## config.mk

```make
export PLATFORM = sky130hd
export DESIGN_NAME = windowed_median_seven_channel
export DESIGN_NICKNAME = d
export VERILOG_FILES = /design/src/sv/wmed_pkg.sv /design/src/sv/wmed_ctrl.sv /design/src/sv/wmed_dp.sv /design/src/sv/windowed_median_seven_channel.sv
export SDC_FILE = /design/constraint.sdc
export NUM_CORES = 2
export LEC_CHECK = 0
export ABC_AREA = 0
export BUFFER_PORTS_ARGS = -buffer_cell sky130_fd_sc_hd__buf_2
export CORE_ASPECT_RATIO = 0.75
export CORE_MARGIN = 2
export CORE_UTILIZATION = 52
export CTS_CLUSTER_SIZE = 14
export DETAILED_ROUTE_END_ITERATION = 8
export GPL_ROUTABILITY_DRIVEN = 0
export PLACE_DENSITY = 0.69
export SKIP_CTS_REPAIR_TIMING = 1
export SLEW_MARGIN = 20
export SYNTH_ARGS = -nofsm -noshare
export SYNTH_HDL_FRONTEND = slang
export SYNTH_SLANG_ARGS = --single-unit
```

## constraint.sdc

```tcl
create_clock -name i_clk -period 23.6 [get_ports i_clk]
set_clock_uncertainty 0.15 [all_clocks]
set_input_delay 1.18 -clock i_clk [delete_from_list [all_inputs] [get_ports i_clk]]
set_output_delay 1.18 -clock i_clk [all_outputs]
set_load 0.01 [all_outputs]
```

## src/sv/wmed_pkg.sv

```systemverilog
// Package for the windowed median filter: constants, word types, controller states and commands.
package wmed_pkg;

    localparam int CHANNELS        = 7;
    localparam int FIELD_BITS      = 32;
    localparam int WINDOW_DEF      = 10;
    localparam int SAMPLE_BITS_DEF = 32;

    typedef struct packed {
        logic signed [FIELD_BITS-1:0] temp_sample;
        logic signed [FIELD_BITS-1:0] humid_sample;
        logic signed [FIELD_BITS-1:0] press_sample;
        logic signed [FIELD_BITS-1:0] lux_sample;
        logic signed [FIELD_BITS-1:0] uva_sample;
        logic signed [FIELD_BITS-1:0] uvb_sample;
        logic signed [FIELD_BITS-1:0] uvidx_sample;
    } t_in;

    typedef struct packed {
        logic signed [FIELD_BITS-1:0] temp_median;
        logic signed [FIELD_BITS-1:0] humid_median;
        logic signed [FIELD_BITS-1:0] press_median;
        logic signed [FIELD_BITS-1:0] lux_median;
        logic signed [FIELD_BITS-1:0] uva_median;
        logic signed [FIELD_BITS-1:0] uvb_median;
        logic signed [FIELD_BITS-1:0] uvidx_median;
    } t_out;

    typedef enum logic [1:0] {
        S_FILL,
        S_HOLD,
        S_SCAN,
        S_DRAIN
    } t_state;

    typedef struct packed {
        logic wr_en;  // store the incoming word
        logic acc;    // read data valid, accumulate counts
        logic first;  // first comparand for this candidate
        logic last;   // last comparand for this candidate
    } t_cmd;

endpackage

```

## src/sv/wmed_ctrl.sv

```systemverilog
// Controller for the windowed median filter: fill count, scan sequencer and output valid.
module wmed_ctrl #(
    parameter int WINDOW = wmed_pkg::WINDOW_DEF,
    parameter int IW     = 4
) (
    input  logic          i_clk,
    input  logic          i_rst_n,
    input  logic          i_in_valid,
    output logic          o_in_ready,
    output logic          o_out_valid,
    input  logic          i_out_ready,
    output wmed_pkg::t_cmd o_cmd,
    output logic [IW-1:0] o_wr_addr,
    output logic [IW-1:0] o_rd_a,
    output logic [IW-1:0] o_rd_b
);

    localparam logic [IW-1:0] LAST_IDX = IW'(WINDOW - 1);

    wmed_pkg::t_state r_state, n_state;
    logic [IW-1:0]    r_fill, n_fill;
    logic [IW-1:0]    r_i, n_i;
    logic [IW-1:0]    r_j, n_j;
    logic             r_out_valid, n_out_valid;
    logic             r_acc, n_acc;
    logic             r_first, n_first;
    logic             r_last, n_last;
    logic             accept;

    always_ff @(posedge i_clk) begin
        if (!i_rst_n) begin
            r_state     <= wmed_pkg::S_FILL;
            r_fill      <= '0;
            r_i         <= '0;
            r_j         <= '0;
            r_out_valid <= 1'b0;
            r_acc       <= 1'b0;
            r_first     <= 1'b0;
            r_last      <= 1'b0;
        end else begin
            r_state     <= n_state;
            r_fill      <= n_fill;
            r_i         <= n_i;
            r_j         <= n_j;
            r_out_valid <= n_out_valid;
            r_acc       <= n_acc;
            r_first     <= n_first;
            r_last      <= n_last;
        end
    end

    always_comb begin
        n_state     = r_state;
        n_fill      = r_fill;
        n_i         = r_i;
        n_j         = r_j;
        n_out_valid = r_out_valid;
        n_acc       = 1'b0;
        n_first     = 1'b0;
        n_last      = 1'b0;
        accept      = 1'b0;

        if (r_out_valid && i_out_ready) begin
            n_out_valid = 1'b0;
        end

        case (r_state)
            wmed_pkg::S_FILL: begin
                accept = i_in_valid;
                if (i_in_valid) begin
                    if (r_fill == LAST_IDX) begin
                        n_fill  = '0;
                        n_state = wmed_pkg::S_HOLD;
                    end else begin
                        n_fill = r_fill + 1'b1;
                    end
                end
            end
            wmed_pkg::S_HOLD: begin
                // result registers are reused, wait until the last word is taken
                if (!r_out_valid) begin
                    n_i     = '0;
                    n_j     = '0;
                    n_state = wmed_pkg::S_SCAN;
                end
            end
            wmed_pkg::S_SCAN: begin
                n_acc   = 1'b1;
                n_first = (r_j == '0);
                n_last  = (r_j == LAST_IDX);
                if (r_j == LAST_IDX) begin
                    n_j = '0;
                    if (r_i == LAST_IDX) begin
                        n_state = wmed_pkg::S_DRAIN;
                    end else begin
                        n_i = r_i + 1'b1;
                    end
                end else begin
                    n_j = r_j + 1'b1;
                end
            end
            wmed_pkg::S_DRAIN: begin
                n_out_valid = 1'b1;
                n_state     = wmed_pkg::S_FILL;
            end
            default: begin
                n_state = wmed_pkg::S_FILL;
            end
        endcase
    end

    assign o_in_ready  = (r_state == wmed_pkg::S_FILL);
    assign o_out_valid = r_out_valid;
    assign o_cmd.wr_en = accept;
    assign o_cmd.acc   = r_acc;
    assign o_cmd.first = r_first;
    assign o_cmd.last  = r_last;
    assign o_wr_addr   = r_fill;
    assign o_rd_a      = r_i;
    assign o_rd_b      = r_j;

endmodule

```

## src/sv/wmed_dp.sv

```systemverilog
// Datapath for the windowed median filter: window store, rank counters and result registers.
module wmed_dp #(
    parameter int WINDOW      = wmed_pkg::WINDOW_DEF,
    parameter int SAMPLE_BITS = wmed_pkg::SAMPLE_BITS_DEF,
    parameter int IW          = 4
) (
    input  logic           i_clk,
    input  wmed_pkg::t_cmd i_cmd,
    input  logic [IW-1:0]  i_wr_addr,
    input  logic [IW-1:0]  i_rd_a,
    input  logic [IW-1:0]  i_rd_b,
    input  wmed_pkg::t_in  i_sample,
    output wmed_pkg::t_out o_result
);

    localparam int CH = wmed_pkg::CHANNELS;
    localparam int FB = wmed_pkg::FIELD_BITS;
    localparam int SW = (SAMPLE_BITS < FB) ? SAMPLE_BITS : FB;
    localparam int RW = CH * SW;
    localparam int CW = $clog2(WINDOW + 1);
    localparam logic [CW-1:0] RANK = CW'(WINDOW / 2);

    logic [RW-1:0] r_mem [WINDOW];
    logic [RW-1:0] r_rd_a;
    logic [RW-1:0] r_rd_b;
    logic [RW-1:0] wr_row;
    logic [FB-1:0] lane_in [CH];

    logic [CW-1:0]        r_lt  [CH];
    logic [CW-1:0]        r_le  [CH];
    logic signed [SW-1:0] r_res [CH];

    assign lane_in[0] = i_sample.temp_sample;
    assign lane_in[1] = i_sample.humid_sample;
    assign lane_in[2] = i_sample.press_sample;
    assign lane_in[3] = i_sample.lux_sample;
    assign lane_in[4] = i_sample.uva_sample;
    assign lane_in[5] = i_sample.uvb_sample;
    assign lane_in[6] = i_sample.uvidx_sample;

    always_comb begin
        for (int c = 0; c < CH; c++) begin
            wr_row[c*SW +: SW] = lane_in[c][SW-1:0];
        end
    end

    always_ff @(posedge i_clk) begin
        if (i_cmd.wr_en) begin
            r_mem[i_wr_addr] <= wr_row;
        end
        r_rd_a <= r_mem[i_rd_a];
        r_rd_b <= r_mem[i_rd_b];
    end

    for (genvar c = 0; c < CH; c++) begin : g_lane
        logic signed [SW-1:0] n_cand;
        logic signed [SW-1:0] n_comp;
        logic [CW-1:0]        n_lt;
        logic [CW-1:0]        n_le;

        assign n_cand = r_rd_a[c*SW +: SW];
        assign n_comp = r_rd_b[c*SW +: SW];
        assign n_lt   = (i_cmd.first ? '0 : r_lt[c]) + CW'(n_comp < n_cand);
        assign n_le   = (i_cmd.first ? '0 : r_le[c]) + CW'(n_comp <= n_cand);

        // candidate sits at the rank when lt <= rank < le
        always_ff @(posedge i_clk) begin
            if (i_cmd.acc) begin
                r_lt[c] <= n_lt;
                r_le[c] <= n_le;
                if (i_cmd.last && (n_lt <= RANK) && (n_le > RANK)) begin
                    r_res[c] <= n_cand;
                end
            end
        end
    end

    assign o_result.temp_median  = FB'(r_res[0]);
    assign o_result.humid_median = FB'(r_res[1]);
    assign o_result.press_median = FB'(r_res[2]);
    assign o_result.lux_median   = FB'(r_res[3]);
    assign o_result.uva_median   = FB'(r_res[4]);
    assign o_result.uvb_median   = FB'(r_res[5]);
    assign o_result.uvidx_median = FB'(r_res[6]);

endmodule

```

## src/sv/windowed_median_seven_channel.sv

```systemverilog
// Seven-channel block median filter: top level joining controller and datapath.
//
// Each accepted word of seven signed samples is written to a window store of WINDOW rows, one
// word per cycle while o_in_ready is high; it is low from the last word of a window until the
// result is presented. After the last word of a window the block finds, for every channel, the
// sample at rank WINDOW/2 in ascending signed order (the upper median for an even window) and
// presents it as one result word; the window then starts empty. The rank search compares every
// stored row against every other through a two-port read of the store, one pair per cycle on
// all seven channels at once. Words of the next window are taken while a result waits; the
// search starts only once the previous result has been taken. Fields are read as SAMPLE_BITS-bit
// signed values and results are sign-extended to 32 bits.
module windowed_median_seven_channel #(
    parameter int WINDOW      = wmed_pkg::WINDOW_DEF,
    parameter int SAMPLE_BITS = wmed_pkg::SAMPLE_BITS_DEF
) (
    input  logic           i_clk,
    input  logic           i_rst_n,
    input  logic           i_in_valid,
    output logic           o_in_ready,
    input  wmed_pkg::t_in  i_sample,
    output logic           o_out_valid,
    input  logic           i_out_ready,
    output wmed_pkg::t_out o_result
);

    localparam int IW = (WINDOW > 1) ? $clog2(WINDOW) : 1;

    wmed_pkg::t_cmd cmd;
    logic [IW-1:0]  wr_addr;
    logic [IW-1:0]  rd_a;
    logic [IW-1:0]  rd_b;

    wmed_ctrl #(
        .WINDOW (WINDOW),
        .IW     (IW)
    ) u_ctrl (
        .i_clk       (i_clk),
        .i_rst_n     (i_rst_n),
        .i_in_valid  (i_in_valid),
        .o_in_ready  (o_in_ready),
        .o_out_valid (o_out_valid),
        .i_out_ready (i_out_ready),
        .o_cmd       (cmd),
        .o_wr_addr   (wr_addr),
        .o_rd_a      (rd_a),
        .o_rd_b      (rd_b)
    );

    wmed_dp #(
        .WINDOW      (WINDOW),
        .SAMPLE_BITS (SAMPLE_BITS),
        .IW          (IW)
    ) u_dp (
        .i_clk     (i_clk),
        .i_cmd     (cmd),
        .i_wr_addr (wr_addr),
        .i_rd_a    (rd_a),
        .i_rd_b    (rd_b),
        .i_sample  (i_sample),
        .o_result  (o_result)
    );

endmodule

```

After elaboration in Yosys (flattened, before gate mapping)
Memory sizes are Yosys's and may differ from the RTL's. A register that Yosys moved wholly into a read port is not among the register bits.
Index checks and enable logic that the tools add are counted.
{"block": "word_totals", "ff_bits": 18, "latch_bits": 0, "ram_bits": 2520, "rom_bits": 0, "inputBits": 228, "output_inout_bits": 226, "elab_cells": 149, "memories": 4}
{"block": "classes", "add_sub_neg": 17, "mul": 0, "div": 0, "order_cmp": 28, "n_eq_ne": 12, "n_shift": 0, "mux": 56, "bitwise_logic": 0, "n_reduce_logical": 24}
{"name": "u_dp.r_mem", "words": 10, "width": 224, "read_ports": 2, "rd_clocked_by_memory_dff": 2, "write_ports": 1, "line_no": "wmed_dp.sv:23", "text": "logic [RW-1:0] r_mem [WINDOW];"}
{"name": "u_dp.r_res", "words": 7, "width": 32, "read_ports": 7, "rd_clocked_by_memory_dff": 0, "write_ports": 7, "line_no": "wmed_dp.sv:31", "text": "logic signed [SW-1:0] r_res [CH];"}
{"name": "u_dp.r_le", "words": 7, "width": 4, "read_ports": 7, "rd_clocked_by_memory_dff": 0, "write_ports": 7, "line_no": "wmed_dp.sv:30", "text": "logic [CW-1:0] r_le [CH];"}
{"name": "u_dp.r_lt", "words": 7, "width": 4, "read_ports": 7, "rd_clocked_by_memory_dff": 0, "write_ports": 7, "line_no": "wmed_dp.sv:29", "text": "logic [CW-1:0] r_lt [CH];"}
{"cell": "32-bit less-or-equal comparator", "count": 7}
{"cell": "32-bit less-than comparator", "count": 7}
{"cell": "4-bit two-way mux", "count": 19}
{"cell": "4-bit by 1-bit adder with 4-bit output", "count": 14}
{"cell": "1-bit two-way mux", "count": 29}
{"cell": "4-bit by 3-bit greater-than comparator with 1-bit output (second input constant)", "count": 7}
{"cell": "4-bit by 3-bit less-or-equal comparator with 1-bit output (second input constant)", "count": 7}
{"cell": "4-bit case mux with 2 select lines", "count": 2}
{"cell": "1-bit logical AND", "count": 15}
{"cell": "4-bit by 1-bit adder with 4-bit output (second input constant)", "count": 3}
{"cell": "4-bit == test (second input constant)", "count": 3}
{"cell": "2-bit two-way mux", "count": 5}
{"cell": "2-bit case mux with 4 select lines", "count": 1}
{"cell": "2-bit by 1-bit inequality test with 1-bit output (second input constant)", "count": 3}
{"cell": "2-bit inequality test (second input constant)", "count": 3}
{"cell": "2-bit AND reduction", "count": 3}
{"cell": "5-bit AND reduction", "count": 1}
{"cell": "2-bit == test (second input constant)", "count": 2}
{"cell": "4-bit logical NOT", "count": 1}
{"cell": "4-bit AND reduction", "count": 1}
{"cell": "2-bit nonzero test", "count": 2}
{"cell": "2-bit by 1-bit == test with 1-bit output (second input constant)", "count": 1}
{"cell": "2-bit logical NOT", "count": 1}

Depth between registers and ports, before layout
{"block": "depth", "word_depth": 8, "depth_mapped": 14}

By module
Synthesis repeated with hierarchy kept, for this count alone.
{"block": "unflattened", "hier_cells": 7206, "hier_area_um2": 127840.1}
{"mod": "wmed_dp", "instances": 1, "cells_per_inst": 7093, "area_per_inst_um2": 126837.9, "seq_area_each_um2": 84641.2}
{"mod": "wmed_ctrl", "instances": 1, "cells_per_inst": 113, "area_per_inst_um2": 1002.2, "seq_area_each_um2": 360.3}

Worst setup path before layout
No wires, ideal clock.
{"block": "synth_timing", "path_kind": "input -> register", "startpoint": "input i_in_valid", "endpoint": "memory u_dp.r_mem[9][0] (netlist bit), enable pin", "setup_time_ns": 1.129, "arrival_ns": 17.548, "path_slack_ns": 4.773, "stages": 2, "cell_sequence": "nand3_1 > nor3b_1"}
{"block": "synth_via", "elab_chain_cells": 3}
{"element": "start: declaration", "line_no": "windowed_median_seven_channel.sv:18", "text": "input logic i_in_valid,"}
{"element": "1-bit two-way mux", "line_no": "wmed_ctrl.sv:67", "text": "case (r_state)"}
{"element": "1-bit two-way mux", "line_no": "wmed_dp.sv:48", "text": "if (i_cmd.wr_en) begin"}
{"element": "1-bit two-way mux (not written as such)", "line_no": "wmed_dp.sv:49", "text": "r_mem[i_wr_addr] <= wr_row;"}
{"element": "end: declaration", "line_no": "wmed_dp.sv:23"}
Every way passes these cells.

Final worst setup path
{"block": "layout_timing", "startpoint": "register u_ctrl.r_state[0]", "endpoint": "memory u_dp.r_mem[2][45] (netlist bit), enable pin"}
{"block": "layout_via", "elab_chain_cells": 4}
{"element": "start: declaration", "line_no": "wmed_ctrl.sv:20", "text": "wmed_pkg::t_state r_state, n_state;"}
{"element": "start signal: assignment", "line_no": "wmed_ctrl.sv:32", "text": "r_state <= wmed_pkg::S_FILL;"}
{"element": "start signal: assignment", "line_no": "wmed_ctrl.sv:41", "text": "r_state <= n_state;"}
{"element": "2-bit logical NOT", "line_no": "wmed_ctrl.sv:67"}
{"element": "1-bit two-way mux", "line_no": "wmed_ctrl.sv:67"}
{"element": "1-bit two-way mux", "line_no": "wmed_dp.sv:48"}
{"element": "1-bit two-way mux (not written as such)", "line_no": "wmed_dp.sv:49"}
Every way passes these cells.

==> impl_metrics.csv <==
group,metric,value,unit
run_status,status,"complete, no violations",
detailed_routing,drc,0,
sta,fin_tns_setup,0,ps
worst_setup_path,cp_max_fo,56,
worst_setup_path,end_kind,"register",
worst_setup_path,path_class,"reg2reg",
min_path,hold_end,"u_dp.r_res[3][6]",
floorplanning,fp.dieArea,250000,um^2
worst_setup_path,cp-start-kind,"register",
worst_setup_path,rr_worst_depth,10,
min_path,hp-class,"reg2reg",
logic_synthesis,synth_top_area_share,59.2,%
clock_network,cts.clk_slew.worst_paths,60,ps
sta,finalHoldViolations,0,
pwr,p_leak,46.0,nW
floorplanning,die_y,433,um
worst_setup_path,arrival,5600,ps
logic_synthesis,yosysMostFrequentCell,"edfxtp_1",
sta,final_max_slew_viol_count,0,
min_path,min_from,"u_dp.r_rd_a[102]",
sta,min_period,5260,ps
final_layout,drive_above_1_share,24.6,%
pwr,power_switching,2.78,mW
worst_setup_path,reg2reg_to,"u_dp.r_mem[2][45]",
clock_network,cts_tree,"done",
clock_network,cts_buffers,298,
worst_setup_path,required,23930,ps
run,drv_cap,0,
detailed_routing,wl_per_cell,28.5,um
clock_network,clkLatencyLatePin,870,ps
global_route,grt_use_total,25.1,%
pwr,vdd_drop_max,0.0569,mV
logic_synthesis,synth_warnings,0,
place,io_buffers,453,
floorplanning,coreArea,244000,um^2
clock_network,clk_path_buf_depth,4,
global_route,grt_pass1_wl,466000,um
sta,max_freq,0.190,GHz
worst_setup_path,r2r_slack,18340,ps
logic_synthesis,synth_largest_area_cell,"edfxtp_1",
logic_synthesis,ys_seq_elements,2986,
logic_synthesis,synth_area_leaders,"edfxtp_1, mux4_2, dfxtp_1",
logic_synthesis,syn_area,128000,um^2
sta,hold_ws,274,ps
logic_synthesis,synth-edff-count,2520,
final_layout,area_delta_synth_final,11.9,%
final_layout,layout.nets,8078,
min_path,whs_path_depth,0,
place,hpwl,177000,um
global_route,grt_pass1_vias,71500,
global_route,grt_max_degree,159,
pwr,netSwitchingFraction,22.9,%
logic_synthesis,async_flop_share,0,%
pwr,p_seq_share,51.2,%
detailed_routing,route.final.wire_length,317000,um
worst_setup_path,critPathLaunch,"u_ctrl.r_state[0]",
detailed_routing,num_vias,70000,
final_layout,num-fill-cells,17900,
logic_synthesis,yosysSeqAreaShare,66.5,%
global_route,antenna_found_initial,94,
worst_setup_path,crit-reg2reg-launch,"u_ctrl.r_state[0]",
global_route,overflow,0,
floorplanning,io_pins,454,
logic_synthesis,syn_inst,7177,
clock_network,numClockSinks,2986,
logic_synthesis,synth_ff_type,"edfxtp_1",
sta,slew_headroom,21.1,%
detailed_routing,ant_nets,0,
floorplanning,start_util,52.3,%
floorplanning,rows,157,
pwr,p_int,9.36,mW
detailed_routing,routed_via_density,6.29,
pwr,pwr-share-comb,9.6,%
sta,worstMarginPinSlew,1170,ps
pwr,power.density,85.0,nW/um^2
logic_synthesis,avgSynthCellArea,17.8,um^2
logic_synthesis,synth.net_count,7666,
logic_synthesis,ys_top_cells_by_count,"edfxtp_1, mux4_2, a21oi_1, nor2b_1, dfxtp_1",
pwr,clockPowerShare,39.1,%
logic_synthesis,yosysUniqueCellTypes,52,
detailed_routing,drtPass1Iterations,5,
sta,finalCritPeriodShare,22.3,%
sta,finalSetupViolCount,0,
floorplanning,die_w,576,um
sta,rsz0062_at_grt,"no",
clock_network,htree_levels,5,
detailed_routing,drtIter0Drc,6927,
clock_network,cts-root-buf,"clkbuf_16",
==> cells in the final DEF, fill, tap and decap left out, types with 97 or more instances in the layout <==
cell,n
edfxtp_1,2520
mux4_2,896
a21oi_1,544
nor2b_1,485
dfxtp_1,456
mux2i_1,455
buf_2,453
a211oi_1,451
clkbuf_16,306
ha_1,261
inv_1,247
buf_4,97
==> sequential cells by signal (all words and copies together), names as in the netlist, 2 cells and up <==
| name | count |
|---|---|
| u_dp.r_mem | 2240 |
| u_dp.r_rd_a | 224 |
| u_dp.r_rd_b | 224 |
| u_dp.r_res | 224 |
| u_dp.r_le | 28 |
| u_dp.r_lt | 28 |
| u_ctrl.o_rd_a | 4 |
| u_ctrl.o_rd_b | 4 |
| u_ctrl.o_wr_addr | 4 |
| u_ctrl.r_state | 2 |
==> layout make-up <==
cell class | count | area [um^2] | share of cell area (%)
sequential | 2986 | 85000 | 59.5
antenna | 35 | 87.6 | 0.0613
clock buffer | 412 | 8370 | 5.85
multi-input combinational | 3485 | 39700 | 27.8
clock inverter | 128 | 1360 | 0.949
inverter | 247 | 927 | 0.649
tap | 3259 | 4080 | 2.85
timing repair buffer | 571 | 3430 | 2.40
==> how the worst max path moves through the flow <==
stage,to,cells after the start
3_3_place_gp,u_dp.r_mem[2][33],8
6_report,u_dp.r_mem[2][45],10
4_1_cts,u_dp.r_res[2][4],15
5_1_grt,u_dp.r_mem[2][43],10
3_5_place_dp,u_dp.r_mem[2][33],8
2_1_floorplan,u_dp.r_mem[9][0],2
==> cells by family (layout without fill, tap and decap cells) <==
logic type | count (synthesis) | in the layout | synth area share (%)
compound gates | 1114 | 1114 | 5.47
flops | 2986 | 2986 | 66.5
fa+ha+maj | 261 | 261 | 2.56
xor+xnor | 36 | 36 | 0.247
mux | 1351 | 1351 | 19.4
other cells | 0 | 35 | 0
buf+inv | 706 | 1358 | 2.50
simple gates | 723 | 723 | 3.33
==> metal layers <==
layer / vias to the layer above / routed length, um / share of wire, % / global-route usage (%)
met5: - / 274 / 0.087 / 0
met4: 46 / 8330 / 2.6 / 7.02
met3: 576 / 21800 / 6.9 / 4.18
met2: 2680 / 157000 / 50 / 41.7
met1: 36700 / 129000 / 41 / 34.5
li1: 30000 / - / - / -
==> critical path: stages (launching register included) <==
cell	delay [ps]
dfxtp_1	330
inv_1	100
ha_1	300
nand2_1	150
or3_1	490
nor2_4	120
buf_4	710
buf_12	420
buf_16	380
buf_4	770
buf_4	750
==> power groups by stage <==
| stage | registers, mW | clock network, mW | logic [mW] |
|---|---|---|---|
| after global routing | 6.25 | 5.03 | 1.29 |
| after floorplan | 6.37 | 0 | 0.787 |
| after CTS | 6.22 | 4.82 | 1.17 |
| after detailed placement | 6.33 | 0 | 1.16 |
| final | 6.23 | 4.75 | 1.17 |
| after global placement | 6.31 | 0 | 1.14 |
==> metrics by stage <==
stage / util, % / setup slack [ps] / cells / power, mW / area, um^2
global route: 58.5 / 18100 / 11100 / 12.6 / 143000
CTS: 58.5 / 18330 / 11100 / 12.2 / 143000
finish: 58.5 / 18340 / 11100 / 12.1 / 143000
detailed placement: 54.5 / 17810 / 10500 / 7.50 / 133000
floorplan: - / 4770 / 7177 / 7.15 / 128000
global placement: 54.5 / 17800 / 10500 / 7.45 / 133000
Note: power is estimated with default switching activity, not from simulation.
